`src/rtl/bal_pkg.sv`:
```
// ----------------------------------------------------------------------------
// bal_pkg
// Shared types and constants of the bounded array list engine: field widths,
// command and status codes, controller states and the control/status bundles.
// ----------------------------------------------------------------------------
package bal_pkg;

    localparam int DEF_STORE_DEPTH = 256;
    localparam int DEF_WORD_BITS   = 32;

    localparam int CMD_BITS  = 3;
    localparam int POS_BITS  = 8;
    localparam int OPND_BITS = 32;
    localparam int RES_BITS  = 32;
    localparam int STAT_BITS = 2;
    localparam int CNT_BITS  = 9;
    localparam int CAP_BITS  = 9;

    localparam logic [CAP_BITS-1:0] CAP_RESET = 9'd100;

    typedef enum logic [CMD_BITS-1:0] {
        CMD_APPEND      = 3'd0,
        CMD_READ        = 3'd1,
        CMD_WRITE       = 3'd2,
        CMD_REMOVE_LAST = 3'd3,
        CMD_REMOVE_AT   = 3'd4,
        CMD_INSERT_AT   = 3'd5,
        CMD_FIND_FIRST  = 3'd6,
        CMD_FIND_LAST   = 3'd7
    } t_cmd;

    typedef enum logic [STAT_BITS-1:0] {
        ST_DONE   = 2'd0,
        ST_RANGE  = 2'd1,
        ST_FULL   = 2'd2,
        ST_REJECT = 2'd3
    } t_status;

    typedef enum logic [1:0] {
        S_IDLE,
        S_EXEC,
        S_WALK,
        S_DELIVER
    } t_state;

    typedef enum logic [2:0] {
        W_READ,
        W_LSHIFT,
        W_RSHIFT,
        W_FFIRST,
        W_FLAST
    } t_walk;

    typedef struct packed {
        logic latch;
        logic exec;
        logic step;
        logic finish;
        logic load_out;
    } t_ctl_cmd;

    typedef struct packed {
        logic walk_start;
        logic walk_done;
    } t_dp_stat;

endpackage

```
`src/rtl/bal_ctrl.sv`:
```
// ----------------------------------------------------------------------------
// bal_ctrl
// Sequencer of the list engine: takes a request, runs the decode cycle, steps
// the store walk and hands the result to the output register.
// ----------------------------------------------------------------------------
module bal_ctrl (
    input  logic              i_clk,
    input  logic              i_rst_n,
    input  logic              i_in_valid,
    output logic              o_in_ready,
    input  logic              i_out_ready,
    output logic              o_out_valid,
    input  bal_pkg::t_dp_stat i_stat,
    output bal_pkg::t_ctl_cmd o_cmd
);
    import bal_pkg::*;

    t_state r_state;
    t_state n_state;
    logic   r_out_valid;
    logic   n_out_valid;

    always_ff @(posedge i_clk) begin
        if (!i_rst_n) begin
            r_state     <= S_IDLE;
            r_out_valid <= 1'b0;
        end else begin
            r_state     <= n_state;
            r_out_valid <= n_out_valid;
        end
    end

    always_comb begin
        n_state     = r_state;
        n_out_valid = r_out_valid && !i_out_ready;
        o_cmd       = '0;
        o_in_ready  = 1'b0;
        case (r_state)
            S_IDLE: begin
                o_in_ready = 1'b1;
                if (i_in_valid) begin
                    o_cmd.latch = 1'b1;
                    n_state     = S_EXEC;
                end
            end
            S_EXEC: begin
                o_cmd.exec = 1'b1;
                n_state    = i_stat.walk_start ? S_WALK : S_DELIVER;
            end
            S_WALK: begin
                o_cmd.step = 1'b1;
                if (i_stat.walk_done) begin
                    o_cmd.finish = 1'b1;
                    n_state      = S_DELIVER;
                end
            end
            S_DELIVER: begin
                // hold until the output register is free
                if (!r_out_valid || i_out_ready) begin
                    o_cmd.load_out = 1'b1;
                    n_out_valid    = 1'b1;
                    n_state        = S_IDLE;
                end
            end
            default: begin
                n_state = S_IDLE;
            end
        endcase
    end

    assign o_out_valid = r_out_valid;

endmodule

```
`config.mk`:
```
export PLATFORM = sky130hd
export DESIGN_NAME = bal_ctrl
export DESIGN_NICKNAME = d
export VERILOG_FILES = /design/src/rtl/bal_pkg.sv /design/src/rtl/bal_ctrl.sv
export SDC_FILE = /design/constraint.sdc
export NUM_CORES = 1
export LEC_CHECK = 0
export CAP_MARGIN = 20
export CELL_PAD_IN_SITES_DETAIL_PLACEMENT = 1
export CELL_PAD_IN_SITES_GLOBAL_PLACEMENT = 2
export CORE_AREA = 3 3 40 42
export DETAILED_ROUTE_END_ITERATION = 7
export DIE_AREA = 0 0 43 45
export DONT_BUFFER_PORTS = 1
export PLACE_DENSITY_LB_ADDON = 0.08
export SETUP_SLACK_MARGIN = 0.02
export SKIP_LAST_GASP = 1
export SLEW_MARGIN = 20
export SYNTH_ARGS = -nofsm -noshare
export SYNTH_HDL_FRONTEND = slang
export SYNTH_SLANG_ARGS = --single-unit
```
`constraint.sdc`:
```
create_clock -name i_clk -period 1.5 [get_ports i_clk]
set_input_delay 0.225 -clock i_clk [delete_from_list [all_inputs] [get_ports i_clk]]
set_output_delay 0.225 -clock i_clk [all_outputs]
set_load 0.01 [all_outputs]
```
== Word-level counts from Yosys, hierarchy flattened ==
Cells that the tools add are included.

* Eq/ne operators: 6
* Mux-type cells: 15
* Reduce and logical (&&, ||, !) cells: 6

{| class="wikitable"
|+ Operators by type and width
! operator !! count
|-
| 1-bit two-way mux || 10
|-
| 2-bit two-way mux || 4
|-
| 2-bit one-hot mux with 4 select lines || 1
|-
| 2-bit inequality test (second input constant) || 3
|-
| 2-bit equality test (second input constant) || 2
|-
| 3-bit AND reduction || 1
|-
| 2-bit by 1-bit equality test with 1-bit output (second input constant) || 1
|-
| 1-bit zero test || 2
|-
| 2-bit zero test || 1
|-
| 1-bit logical AND || 1
|-
| 1-bit logical OR || 1
|}

* Register bits after elaboration: 3
* Input bits: 6
* Logic and storage cells: 29

== Logic depth before layout (Yosys ltp) ==
Gate-level depths: netlist of the first run.

* Depth in word-level cells: 4
* Mapped depth: 5

== Worst setup path before layout of the first run ==
No wires, ideal clock.

* Path kind: reg2reg
* Start point: register r_state[0]
* End point: register r_state[0]
* Arrival time: 1.213 ns
* Setup slack: 0.165 ns
* Cell stages (with the launch flop): 6
* Period minus slack after synthesis: 1.335 ns
* Cells stage by stage: dfxtp_1 > inv_1 > ha_1 > nand2b_4 > nand3_2 > o311a_1

* Word-level cells in the longest chain between the ends: 3

{| class="wikitable"
|+ Ends and longest elaborated chain
! item !! line !! source
|-
| from (decl) || bal_ctrl.sv:18 || <nowiki>t_state r_state;</nowiki>
|-
| from (signal assigned) || bal_ctrl.sv:28 || <nowiki>r_state <= n_state;</nowiki>
|-
| 2-bit equality test or 2-bit zero test (tied branches) || bal_ctrl.sv:38 || <nowiki>case (r_state)</nowiki>
|-
| 2-bit inequality test (no source line) || -- ||
|-
| 3-bit AND reduction (no source line) || -- ||
|}

Parallel ways exist; a longest one is shown, timed or not.
A chain may end at the register's enable or synchronous reset.

==> results.txt, run 1 <==
In this run the remaining antenna-violating nets after routing total 0. For the total setup violations reported at the end of the flow, the log shows 0. At the end of routability-driven placement, the weighted congestion stood at 0.5839. For this design the ratio of total power to cell area is 1989 mW/mm^2. The full die area came out at 0.001935 mm^2. The register area share after synthesis is 22.97%. The horizontal extent of the die is 43 um.

For this configuration, the core starts out at a cell density of 20.35%. Summed over all failing endpoints, the final setup total negative slack is 0 ns. Data on the critical path arrives at its endpoint at 1.16 ns. Setup repair after global routing left no endpoint under its margin. The main combinational cell family by area after synthesis was simple AND/OR/NAND/NOR gates. IR analysis of the VDD net gives a maximum drop of 0.0006247 V. The signed area change from the synthesized netlist to the final layout came out at 22.97%. The first detailed-routing pass took 2 iterations. The total via count in the routed design is 206, and the area share of and/or/nand/nor cells after synthesis is 38.76%.

Derived from the worst setup path, the maximum achievable clock frequency is 722.9 MHz. The tightest min-delay check is of the in -> reg type. TritonCTS built the clock tree.

The clock tree buffer depth is 2, and the post-synthesis average cell area is 9.685 um^2. The worst pin sits at a relative slew slack of 84.63%. The number of buffers added on ports works out to 0.

Per report_power, the combinational group accounts for 56.1% of the total. The per-cell via count in the routed design works out to 4.292. The first-pass GRT wire length was 972 um. The area share of fa/ha/maj cells after synthesis came out at 19.14%.

The tools report the post-cts sizing count as 0. Buffers inserted during clock tree synthesis total 3. The clock period could shrink to 1.383 ns. First-iteration detailed-routing DRC count: 2. The number of synthesis warnings was 0. For the total wire length after detailed routing, the log shows 572 um. The share of total power consumed by net switching works out to 41.45%.

After detailed routing, the average wire length per cell comes to 11.92 um. Synthesis instantiated 16 different standard cells from the library. Of all nets on the critical path, the largest fanout is 4. 0 antenna diodes ended up in the layout. The number of max-slew violations in the final report was 0. CTS placed an instance of clkbuf_4 at the clock tree root.

After filler insertion, the fill cell instance count of the layout stands at 155. Across the routed clock network, the largest skew measured is 0.001490 ns. The clock network accounts for 21.5% of the total power. After synthesis, the share of cell area in mux cells is 0%. Of the total synthesized cell area, the portion taken by XOR and XNOR cells is 0%. In this run the core area contains 13 standard-cell rows. The synthesized netlist devotes 14.83% of its cell area to compound gates.

The number of global-route vias before repair came out at 240. The worst setup path is launched from a register. The hold violation count in the final report is 0, and the post-CTS clock slew at the launch and capture registers of the worst setup and hold paths is 0.04 ns.

On the worst path, the slowest cell contributes a delay of 0.33 ns. Pin placement for this block handled 13 I/O pins. Of the cells placed in the final design, the portion with a size suffix greater than 1 is 27.27%. Of the total power, registers draw 22.4%. The transition time at the pin with the least slew margin is 0.2302 ns.

The instance area after placement was 295.3 um^2; the count of buffering cells on the critical path with inverters included was 1. Global routing consumed, over all layers together, 7.149% of the routing resources. After layout, the worst path uses 92.22% of the clock period.

The DRC violation count after routing came out at 0. Max-cap violations in this run came to 0. The signal on the critical path passes through inv_1, ha_1, and2_1.

The mapped netlist covers 261.5 um^2. The kind of cell adding the most delay to the critical path is flip-flops. Register bit total from synthesis: 3. Entering global routing, the biggest net connects 5 pins. The initial antenna violation count was 0. The tools report the internal portion of total power as 374.5 uW. The run gives 493.1 um as the post-DP HPWL.

The critical path endpoint category is an output pin. The flow ran to the end, and the final reports show no timing, DRC or antenna violations. For this run the aggregate overflow at the end of global routing stands at 0. In the final design database the tool counted 44 nets.

The tools report the gate count after technology mapping as 27. The final non-filler cell area was 321.6 um^2; the critical path required time was 1.27 ns. The core region area was 0.001285 mm^2; the static leakage was 0.1818 nW.

The multi-input combinational cells in the finished layout cover a total of 190.2 um^2. The clock drives 3 sinks. The kind of critical path was reg -> out. After clock tree synthesis, the setup repair step added 0 buffers. The clock reaches the later pin of the worst-skew pair after 0.23 ns. Summing all flip-flop and latch instances after layout gives 60.06 um^2.

For the net switching power figure, the log shows 265.2 uW. The largest individual stage delay along the critical path comes from the cell dfxtp_1. The tools report the count of hold buffers inserted by post-cts repair as 0. Counting every net in the synthesized netlist gives 37.

Measured along the y axis, the die boundary spans 45 um. The run gives 1 as the total number of H-tree levels.
## registers in the layout, summed over array words and instances, names as in the netlist
signal and count:
o_out_valid 1, r_state 2
## cells by family after synthesis
group / Yosys count
and+or+nand+nor: 12
AOI/OAI and AO/OA: 5
adders and majority gates: 4
buffers and inverters: 3
DFF: 3
## power by group through the flow
stage | registers [mW] | clock network (mW) | logic (mW)
CTS | 0.145 | 0.148 | 0.368
global route | 0.147 | 0.153 | 0.405
global placement | 0.147 | 0 | 0.372
floorplan | 0.142 | 0 | 0.275
detailed placement | 0.147 | 0 | 0.368
finish | 0.143 | 0.138 | 0.359
## cell usage in the layout, fill, tap and decap left out
cell type and instances:
buf_4 2, nand3b_4 1, nand2_1 1, and2_1 2, a31o_1 2, o311a_1 1, nand4_1 1, nor2b_1 1
nor2_1 2, clkbuf_4 3, nand3_2 1, clkbuf_1 1, inv_1 3, ha_1 4, o22ai_1 1, nand2b_4 2
dfxtp_1 3, and2b_1 1, a21oi_1 1
## stage by stage
stage	power (mW)	setup slack (ns)	cells	hold slack [ns]	utilization, %
finish	0.6397	0.1168	48	0.1347	25.02
global route	0.7049	0.03500	48	0.1354	25.02
CTS	0.6611	0.08361	48	0.1242	25.02
detailed placement	0.5148	0.1247	44	0.3748	22.98
global placement	0.5194	0.1417	44	0.3584	22.98
floorplan	0.4170	0.1654	27	0.3562	-
## routing by layer
| layer | up-vias | wire length, um | part of all wire (%) | global-route usage [%] |
|---|---|---|---|---|
| met5 | - | 0 | 0 | 0 |
| met4 | 0 | 0 | 0 | 9.036 |
| met3 | 0 | 28 | 4.9 | 1.594 |
| met2 | 5 | 313 | 55 | 10.78 |
| met1 | 96 | 230 | 40 | 7.434 |
| li1 | 105 | - | - | - |
## final timing paths
kind,slack (ns),cells past startpoint,from,end
max,0.12,3,r_state[1]$_SDFFE_PN0P_,o_cmd[4]
min,0.13,1,i_rst_n,r_state[0]$_SDFFE_PN0P_
max reg2reg,0.15,5,r_state[0]$_SDFFE_PN0P_,r_state[0]$_SDFFE_PN0P_
min reg2reg,0.66,3,r_state[1]$_SDFFE_PN0P_,r_state[1]$_SDFFE_PN0P_
## area by class of cell
cell class | count | area share, %
inverters | 3 | 3.502
multi-input cells | 21 | 59.14
flip-flops and latches | 3 | 18.68
well taps | 15 | 5.837
clock buffers | 4 | 8.171
repair buffers | 2 | 4.669
## Yosys cell counts
| library cell | count | area [um^2] |
|---|---|---|
| nand3b_4 | 1 | 20.02 |
| nand3_2 | 1 | 10.01 |
| nor2b_1 | 1 | 6.260 |
| nand4_1 | 1 | 6.260 |
| nor2_1 | 2 | 7.510 |
| and2b_1 | 1 | 7.510 |
| nand2b_4 | 2 | 27.53 |
| and2_1 | 2 | 12.51 |
| ha_1 | 4 | 50.05 |
| a31o_1 | 2 | 17.52 |
| dfxtp_1 | 3 | 60.06 |
| o22ai_1 | 1 | 6.260 |
| inv_1 | 3 | 11.26 |
| a21oi_1 | 1 | 5.000 |
| nand2_1 | 1 | 3.750 |
| o311a_1 | 1 | 10.01 |
## worst register-to-register path, stage by stage, from the launching register on
cell	delay, ns
dfxtp_1	0.36
inv_1	0.08
ha_1	0.28
nand2b_4	0.12
nand3_2	0.07
o311a_1	0.33
No activity file was read; power rests on OpenSTA's default activity.
==> run 2, diff against run 1 <==
Settings changed: CORE_AREA 3 3 40 42 to 2 2 39 41, DIE_AREA 0 0 43 45 to 0 0 41 43.
==> run 2 against run 1 <==
Net effect: wire length is 2.1% lower; clock-buffer cell count stayed put; sequential share of layout area shrank 0.90 points; final cell count grew 4.2%; combinational power rose by 10%; worst setup slack better by 0.029 ns; flip-flop and latch count is the same; die area shrank 8.9%; critical path depth stayed put; clock power barely moved; largest cell class unchanged.
==> results.txt, run 2 (synthesized netlist as in run 1, its figures left out) <==
Number of top-level pins: 13. Clock tree synthesis inserted a total of 3 buffers. Counting along the longest clock path gives a buffer depth of 2.

The data arrival time of the critical path came out at 1.13 ns. The initial utilization of the core area, before any placement, comes to 18.90%. The tools report the fmax as 738.3 MHz. The total via count in the routed design is 211. The tools report the capturing point of the worst reg2reg path as r_state[0]$_SDFFE_PN0P_. Dividing the detail-routed wire length by the instance count gives 11.20 um. After filler insertion, the fill cell instance count of the layout stands at 166. After detailed routing, the number of remaining DRC violations is 0. Launching element of the worst setup path: r_state[0]$_SDFFE_PN0P_.

After detailed placement, the total cell area comes to 304.0 um^2. The logs give 0.1844 nW for the static leakage and 560 um for the total wire length after detailed routing. The critical path endpoint category was an output pin.

For the worst setup path, the data required time is 1.27 ns. The first routing iteration left 0 violations. The run gives 337.8 um^2 as the final non-filler cell area. The run finished with clean final reports. For this design, the slowest cell found on the critical path is dfxtp_1.

The count of hold buffers inserted by post-cts repair came out at 0. From bottom edge to top edge, the die measures 43 um. Of all nets on the critical path, the largest fanout is 5. In this run the tightest slew margin relative to its limit is 84.77%.

In this run the power density over the cells is 1987 mW/mm^2. The worst setup path is of the reg -> out kind. The depth of the worst register-to-register path is 5, and the total inserted antenna cells is 0.

On the worst path, the slowest cell contributes a delay of 0.32 ns. Clock-pin slew was measured on the worst setup and hold paths at 0.03 ns. The congestion estimate from routability-driven global placement came to 0.5858. The final critical path takes up 90.29% of the cycle. In the final layout, the share of cells above drive strength 1 is 38.24%. The total global-route track usage was 8.417%. For the number of max-slew violations in the final report, the log shows 0.

The run gives 496.7 um as the post-DP HPWL. The signed area change from the synthesized netlist to the final layout is 29.19%. The tools report the core region area as 0.001384 mm^2. The detail route stage leaves a number of antenna-violating nets equal to 0. Total number of H-tree levels: 1.

The tree is rooted in a clkbuf_4. The final net count was 45; the horizontal extent of the die was 41 um. The run gives 14 as the number of core rows. In this run the critical register-to-register path is launched from r_state[0]$_SDFFE_PN0P_. The count of cells in the finished layout, fillers not included, comes to 50.

The largest net degree at the start of global routing was 6. For the final-layout setup total negative slack, the log shows 0 ns. The register with the most flip-flops in the final layout is r_state. The number of global-route vias before repair came out at 239.

In this run the worst hold path is classified as in -> reg. Setup repair after global routing left no endpoint under its margin. The logs give 0 for the total setup violations reported at the end of the flow and 0 for the sum of overflow across all layers after global routing. The flip-flop count of the largest register, all copies and words added was 2; the hold violation count in the final report was 0.

In this run the register-to-register setup slack is 0.22 ns. The startpoint class of the critical path is a register. The tools report the capture point of the worst path as o_cmd[0].

TritonCTS built the clock tree. The tools report the clock latency reported for the late side of the worst-skew pair as 0.23 ns. Initial antenna violation count: 0. The count of max-cap constraint violations came out at 0. On the final layout, the worst hold slack is 0.1212 ns. The first global-routing pass estimated 938 um of wire. For the pin with the worst max-slew slack, the measured transition is 0.2281 ns.

The total iterations of the first detailed-routing run was 1; the per-cell via count in the routed design was 4.220. Counting tap cells, the placed design contains a total of 46 instances. The signal on the critical path passes through buf_4, ha_1, nor2b_2. Leaving out fill and tap cells, the most frequent cells in the layout are inv_1, clkbuf_4, dfxtp_1, buf_4.

The worst path needs 1.354 ns of the cycle, external delays included. The number of buffers added on ports was 0; the full die area was 0.001763 mm^2. Between clock sinks in the finished design, the worst skew comes to 0.001676 ns. The worst IR drop on VDD was 0.0004077 V.

Clock tree synthesis found a total of 3 sinks.
[run 2: cell types whose count changed in the layout (fill, tap and decap cells not counted)]
cell and change:
nor2b_1 -1, buf_4 +1, ha_2 +2, nor2b_2 +1, ha_1 -2
[run 2: per-stage QoR]
stage	setup slack [ns]	total power [mW]	util, %
after detailed placement	0.1409	0.5386	21.97
after global placement	0.1715	0.5307	21.97
after CTS	0.06845	0.6826	23.87
final	0.1456	0.6713	24.41
after floorplan	0.1654	0.4170	-
after global routing	0.03519	0.7599	24.41
[run 2: final cells by class]
type | count | area, um^2 | area share, %
clock buffers | 4 | 26.28 | 7.778
inverters | 3 | 11.26 | 3.333
flip-flops and latches | 3 | 60.06 | 17.78
well taps | 16 | 20.02 | 5.926
repair buffers | 3 | 22.52 | 6.667
multi-input cells | 21 | 197.7 | 58.52
[run 2: where the power goes]
part | switching (mW) | internal [mW]
combinational | 0.208 | 0.187
clock | 0.0389 | 0.0995
sequential | 0.0267 | 0.111
total | 0.274 | 0.397
[run 2: critical path, delay by kind of cell, from the launching register on]
| family | cells | cell delay [ns] |
|---|---|---|
| buffers and inverters | 1 | 0.14 |
| flip-flops | 1 | 0.32 |
| AND/OR/NAND/NOR | 1 | 0.22 |
| adder cells (fa/ha/maj) | 1 | 0.22 |
[run 2: worst min path at each step]
stage               depth (start not counted)                 endpoint     from  slack, ns
floorplan                                   1  r_state[0]$_SDFFE_PN0P_  i_rst_n       0.36
CTS                                         1  r_state[0]$_SDFFE_PN0P_  i_rst_n       0.11
global placement                            1  r_state[0]$_SDFFE_PN0P_  i_rst_n       0.36
detailed placement                          1  r_state[0]$_SDFFE_PN0P_  i_rst_n       0.36
global route                                1  r_state[0]$_SDFFE_PN0P_  i_rst_n       0.10
finish                                      1  r_state[0]$_SDFFE_PN0P_  i_rst_n       0.12
[run 2: timing repair]
action	in CTS	in global routing
setup endpoints to repair	0	3
resized for setup	0	3
setup buffers	0	0
[run 2: per-layer routing]
| layer | track usage (%) | vias to the layer above | wire length, um |
|---|---|---|---|
| met5 | 0 | - | 0 |
| met1 | 7.348 | 98 | 221 |
| met4 | 4.000 | 0 | 0 |
| li1 | - | 106 | - |
| met2 | 13.13 | 7 | 298 |
| met3 | 6.806 | 0 | 40 |
==> run 3, diff against run 2 <==
Settings changed: CELL_PAD_IN_SITES_DETAIL_PLACEMENT 1 to 2.
==> run 3 against run 2 <==
Net effect: via count grew 1.4%; wire length increased by 1.4%; global-route usage decreased by 0.20 points; flip-flop and latch count is the same; critical endpoint unchanged; sequential share of layout area unchanged; register-to-register slack hardly changed; core utilization stayed put; combinational power about the same; fmax decreased by 0.88%; hold slack hardly changed; critical path depth unchanged; first-iteration DRC count did not move; critical path type unchanged.
==> results.txt, run 3 (synthesized netlist as in run 1, its figures left out) <==
The run finished with clean final reports. Setup repair after global routing left no endpoint under its margin. The worst register-to-register path has a depth of 5.

Counting the fill cells in the layout gives 160. From bottom edge to top edge, the die measures 43 um. For this run the aggregate overflow at the end of global routing stands at 0.

The floorplan step set the die width to 41 um. For the pin with the worst max-slew slack, the measured transition is 0.2292 ns. At the later pin of the worst-skew pair, clock insertion delay measures 0.23 ns. In this run the remaining antenna-violating nets after routing total 0.

The logs give 197.7 um^2 for the total area of multi-input combinational cells and 6 for the largest net degree at the start of global routing. TritonCTS built the clock tree. Once the floorplan was initialized, standard cells occupied 18.90% of the core. In the layout the commonest cells are inv_1, clkbuf_4, dfxtp_1, buf_4. More flip-flops sit in one register than any other, and that register is r_state. The startpoint of the most critical hold path was i_rst_n.

For the core region area, the log shows 0.001384 mm^2. The die covers 0.001763 mm^2. The worst register-to-register path begins at r_state[0]$_SDFFE_PN0P_. Hold-critical path endpoint: r_state[0]$_SDFFE_PN0P_.

For the total number of H-tree levels, the log shows 1. The flip-flop count of the largest register, all copies and words added works out to 2. The routed layout has 214 vias. STA classifies the critical path startpoint as a register. The smallest clock period supported by the final layout is computed as 1.366 ns. The critical path endpoint category was an output pin. The placed instances occupy a cell area of 304.0 um^2. Capturing point of the worst reg2reg path: r_state[0]$_SDFFE_PN0P_. The hold-critical path depth came out at 1.

For the final routed database, the setup TNS stands at 0 ns. The run gives 0.21 ns as the register-to-register setup slack. Setup violations remaining at the end of the flow were counted as 0. Post-CTS clock slew at the launch and capture registers of the worst setup and hold paths: 0.04 ns. In this run the core area contains 14 standard-cell rows. In this run the clock root is driven by a clkbuf_4. Wires add up to 568 um. The area growth from synthesis to layout is 29.19%.

The critical path is of the reg -> out type. Timing would allow up to 731.8 MHz. For the area used by sequential logic in the layout, the log shows 60.06 um^2.

The number of buffers added on ports works out to 0. For this design, the CTS-stage hold fixing added 0 buffers. Cell internal power was estimated by the tool at 397.6 uW. The number of buffers created by CTS was 3; the number of max-slew violations in the final report was 0. The number of global-route vias before repair came out at 245. 0 antenna diodes ended up in the layout. In the global route stage, overall resource usage came out at 8.216%.

In this run the worst path has a maximum fanout of 5. The logs give 273.8 uW for the net switching power figure and 3 for the number of sinks handled by clock tree synthesis. The hold violation count in the final report was 0; the power per cell area was 1988 mW/mm^2. Combinational logic burns 59.1% of the power. Measured against its own limit, the worst slew margin works out to 84.70%.

The DRC violation count after routing was 0; the clock tree buffer depth was 2. The run gives 1 as the total iterations of the first detailed-routing run. Cells with a size suffix above 1 make up 38.24% of the layout.

The run gives 0 as the initial antenna violation count. The post-CTS setup-driven buffer insertion count came out at 0. The wire length per cell is 11.36 um, and the post-cts sizing count is 0. Dividing the detail-routed via count by the number of cells gives 4.280.

Dividing the final minimum period by the clock period gives 91.09%. Share of total power consumed by net switching: 40.78%. The proportion of power drawn by the clock network is 20.4%. The final layout contains 45 nets.

Number of top-level pins: 13. The type of the tightest min-delay check was in -> reg. The final non-filler cell area was 337.8 um^2. At the worst endpoint, the required time is 1.27 ns.

VDD sags by at most 0.0005930 V. The detailed router finished its first iteration with 0 violations. For the static leakage, the log shows 0.1844 nW. STA puts the critical path data arrival time at 1.14 ns. Sequential group share of total power: 20.5%. At the end of routability-driven placement, the weighted congestion stood at 0.5858.

The first-pass GRT wire length is 903 um. The tool flagged a number of max-cap violations equal to 0. On the final layout, the worst clock skew is 0.004067 ns.
## run 3: cell type report
| cell class | count | area share, % |
|---|---|---|
| inverters | 3 | 3.333 |
| clock buffers | 4 | 7.778 |
| flip-flops and latches | 3 | 17.78 |
| well taps | 16 | 5.926 |
| repair buffers | 3 | 6.667 |
| multi-input cells | 21 | 58.52 |
## run 3: per-layer routing
| layer | global-route usage [%] | wire, um |
|---|---|---|
| met5 | 0 | 0 |
| met2 | 14.06 | 301 |
| met3 | 6.806 | 54 |
| met4 | 2.000 | 0 |
| met1 | 6.709 | 212 |
## run 3: worst max-delay path: stages, from the launching register on
cell	delay, ns
dfxtp_1	0.32
buf_4	0.14
ha_1	0.23
nor2b_2	0.22
## run 3: metrics by stage
| stage | setup WS, ns | power, mW | utilization, % | cells | hold WS, ns |
|---|---|---|---|---|---|
| finish | 0.1336 | 0.6715 | 24.41 | 50 | 0.1214 |
| floorplan | 0.1654 | 0.4170 | - | 27 | 0.3562 |
| CTS | 0.06393 | 0.6829 | 23.87 | 50 | 0.1123 |
| detailed placement | 0.1556 | 0.5382 | 21.97 | 46 | 0.3609 |
| global route | 0.04298 | 0.7584 | 24.41 | 50 | 0.1058 |
| global placement | 0.1715 | 0.5307 | 21.97 | 46 | 0.3583 |
## run 3: worst max path at each step
| stage | start | end | slack, ns | depth (start not counted) |
|---|---|---|---|---|
| 6_report | r_state[0]$_SDFFE_PN0P_ | o_cmd[0] | 0.13 | 3 |
| 5_1_grt | r_state[0]$_SDFFE_PN0P_ | o_cmd[0] | 0.04 | 3 |
| 4_1_cts | r_state[0]$_SDFFE_PN0P_ | o_cmd[0] | 0.06 | 3 |
| 3_5_place_dp | r_state[1]$_SDFFE_PN0P_ | r_state[0]$_SDFFE_PN0P_ | 0.16 | 5 |
| 3_3_place_gp | r_state[1]$_SDFFE_PN0P_ | r_state[0]$_SDFFE_PN0P_ | 0.17 | 5 |
| 2_1_floorplan | r_state[0]$_SDFFE_PN0P_ | r_state[0]$_SDFFE_PN0P_ | 0.17 | 5 |
## run 3: power groups by stage
stage | Combinational [mW] | Clock [mW] | Sequential, mW
5_1_grt | 0.455 | 0.161 | 0.142
6_report | 0.397 | 0.137 | 0.138
4_1_cts | 0.399 | 0.146 | 0.138
2_1_floorplan | 0.275 | 0 | 0.142
3_3_place_gp | 0.391 | 0 | 0.140
3_5_place_dp | 0.399 | 0 | 0.140
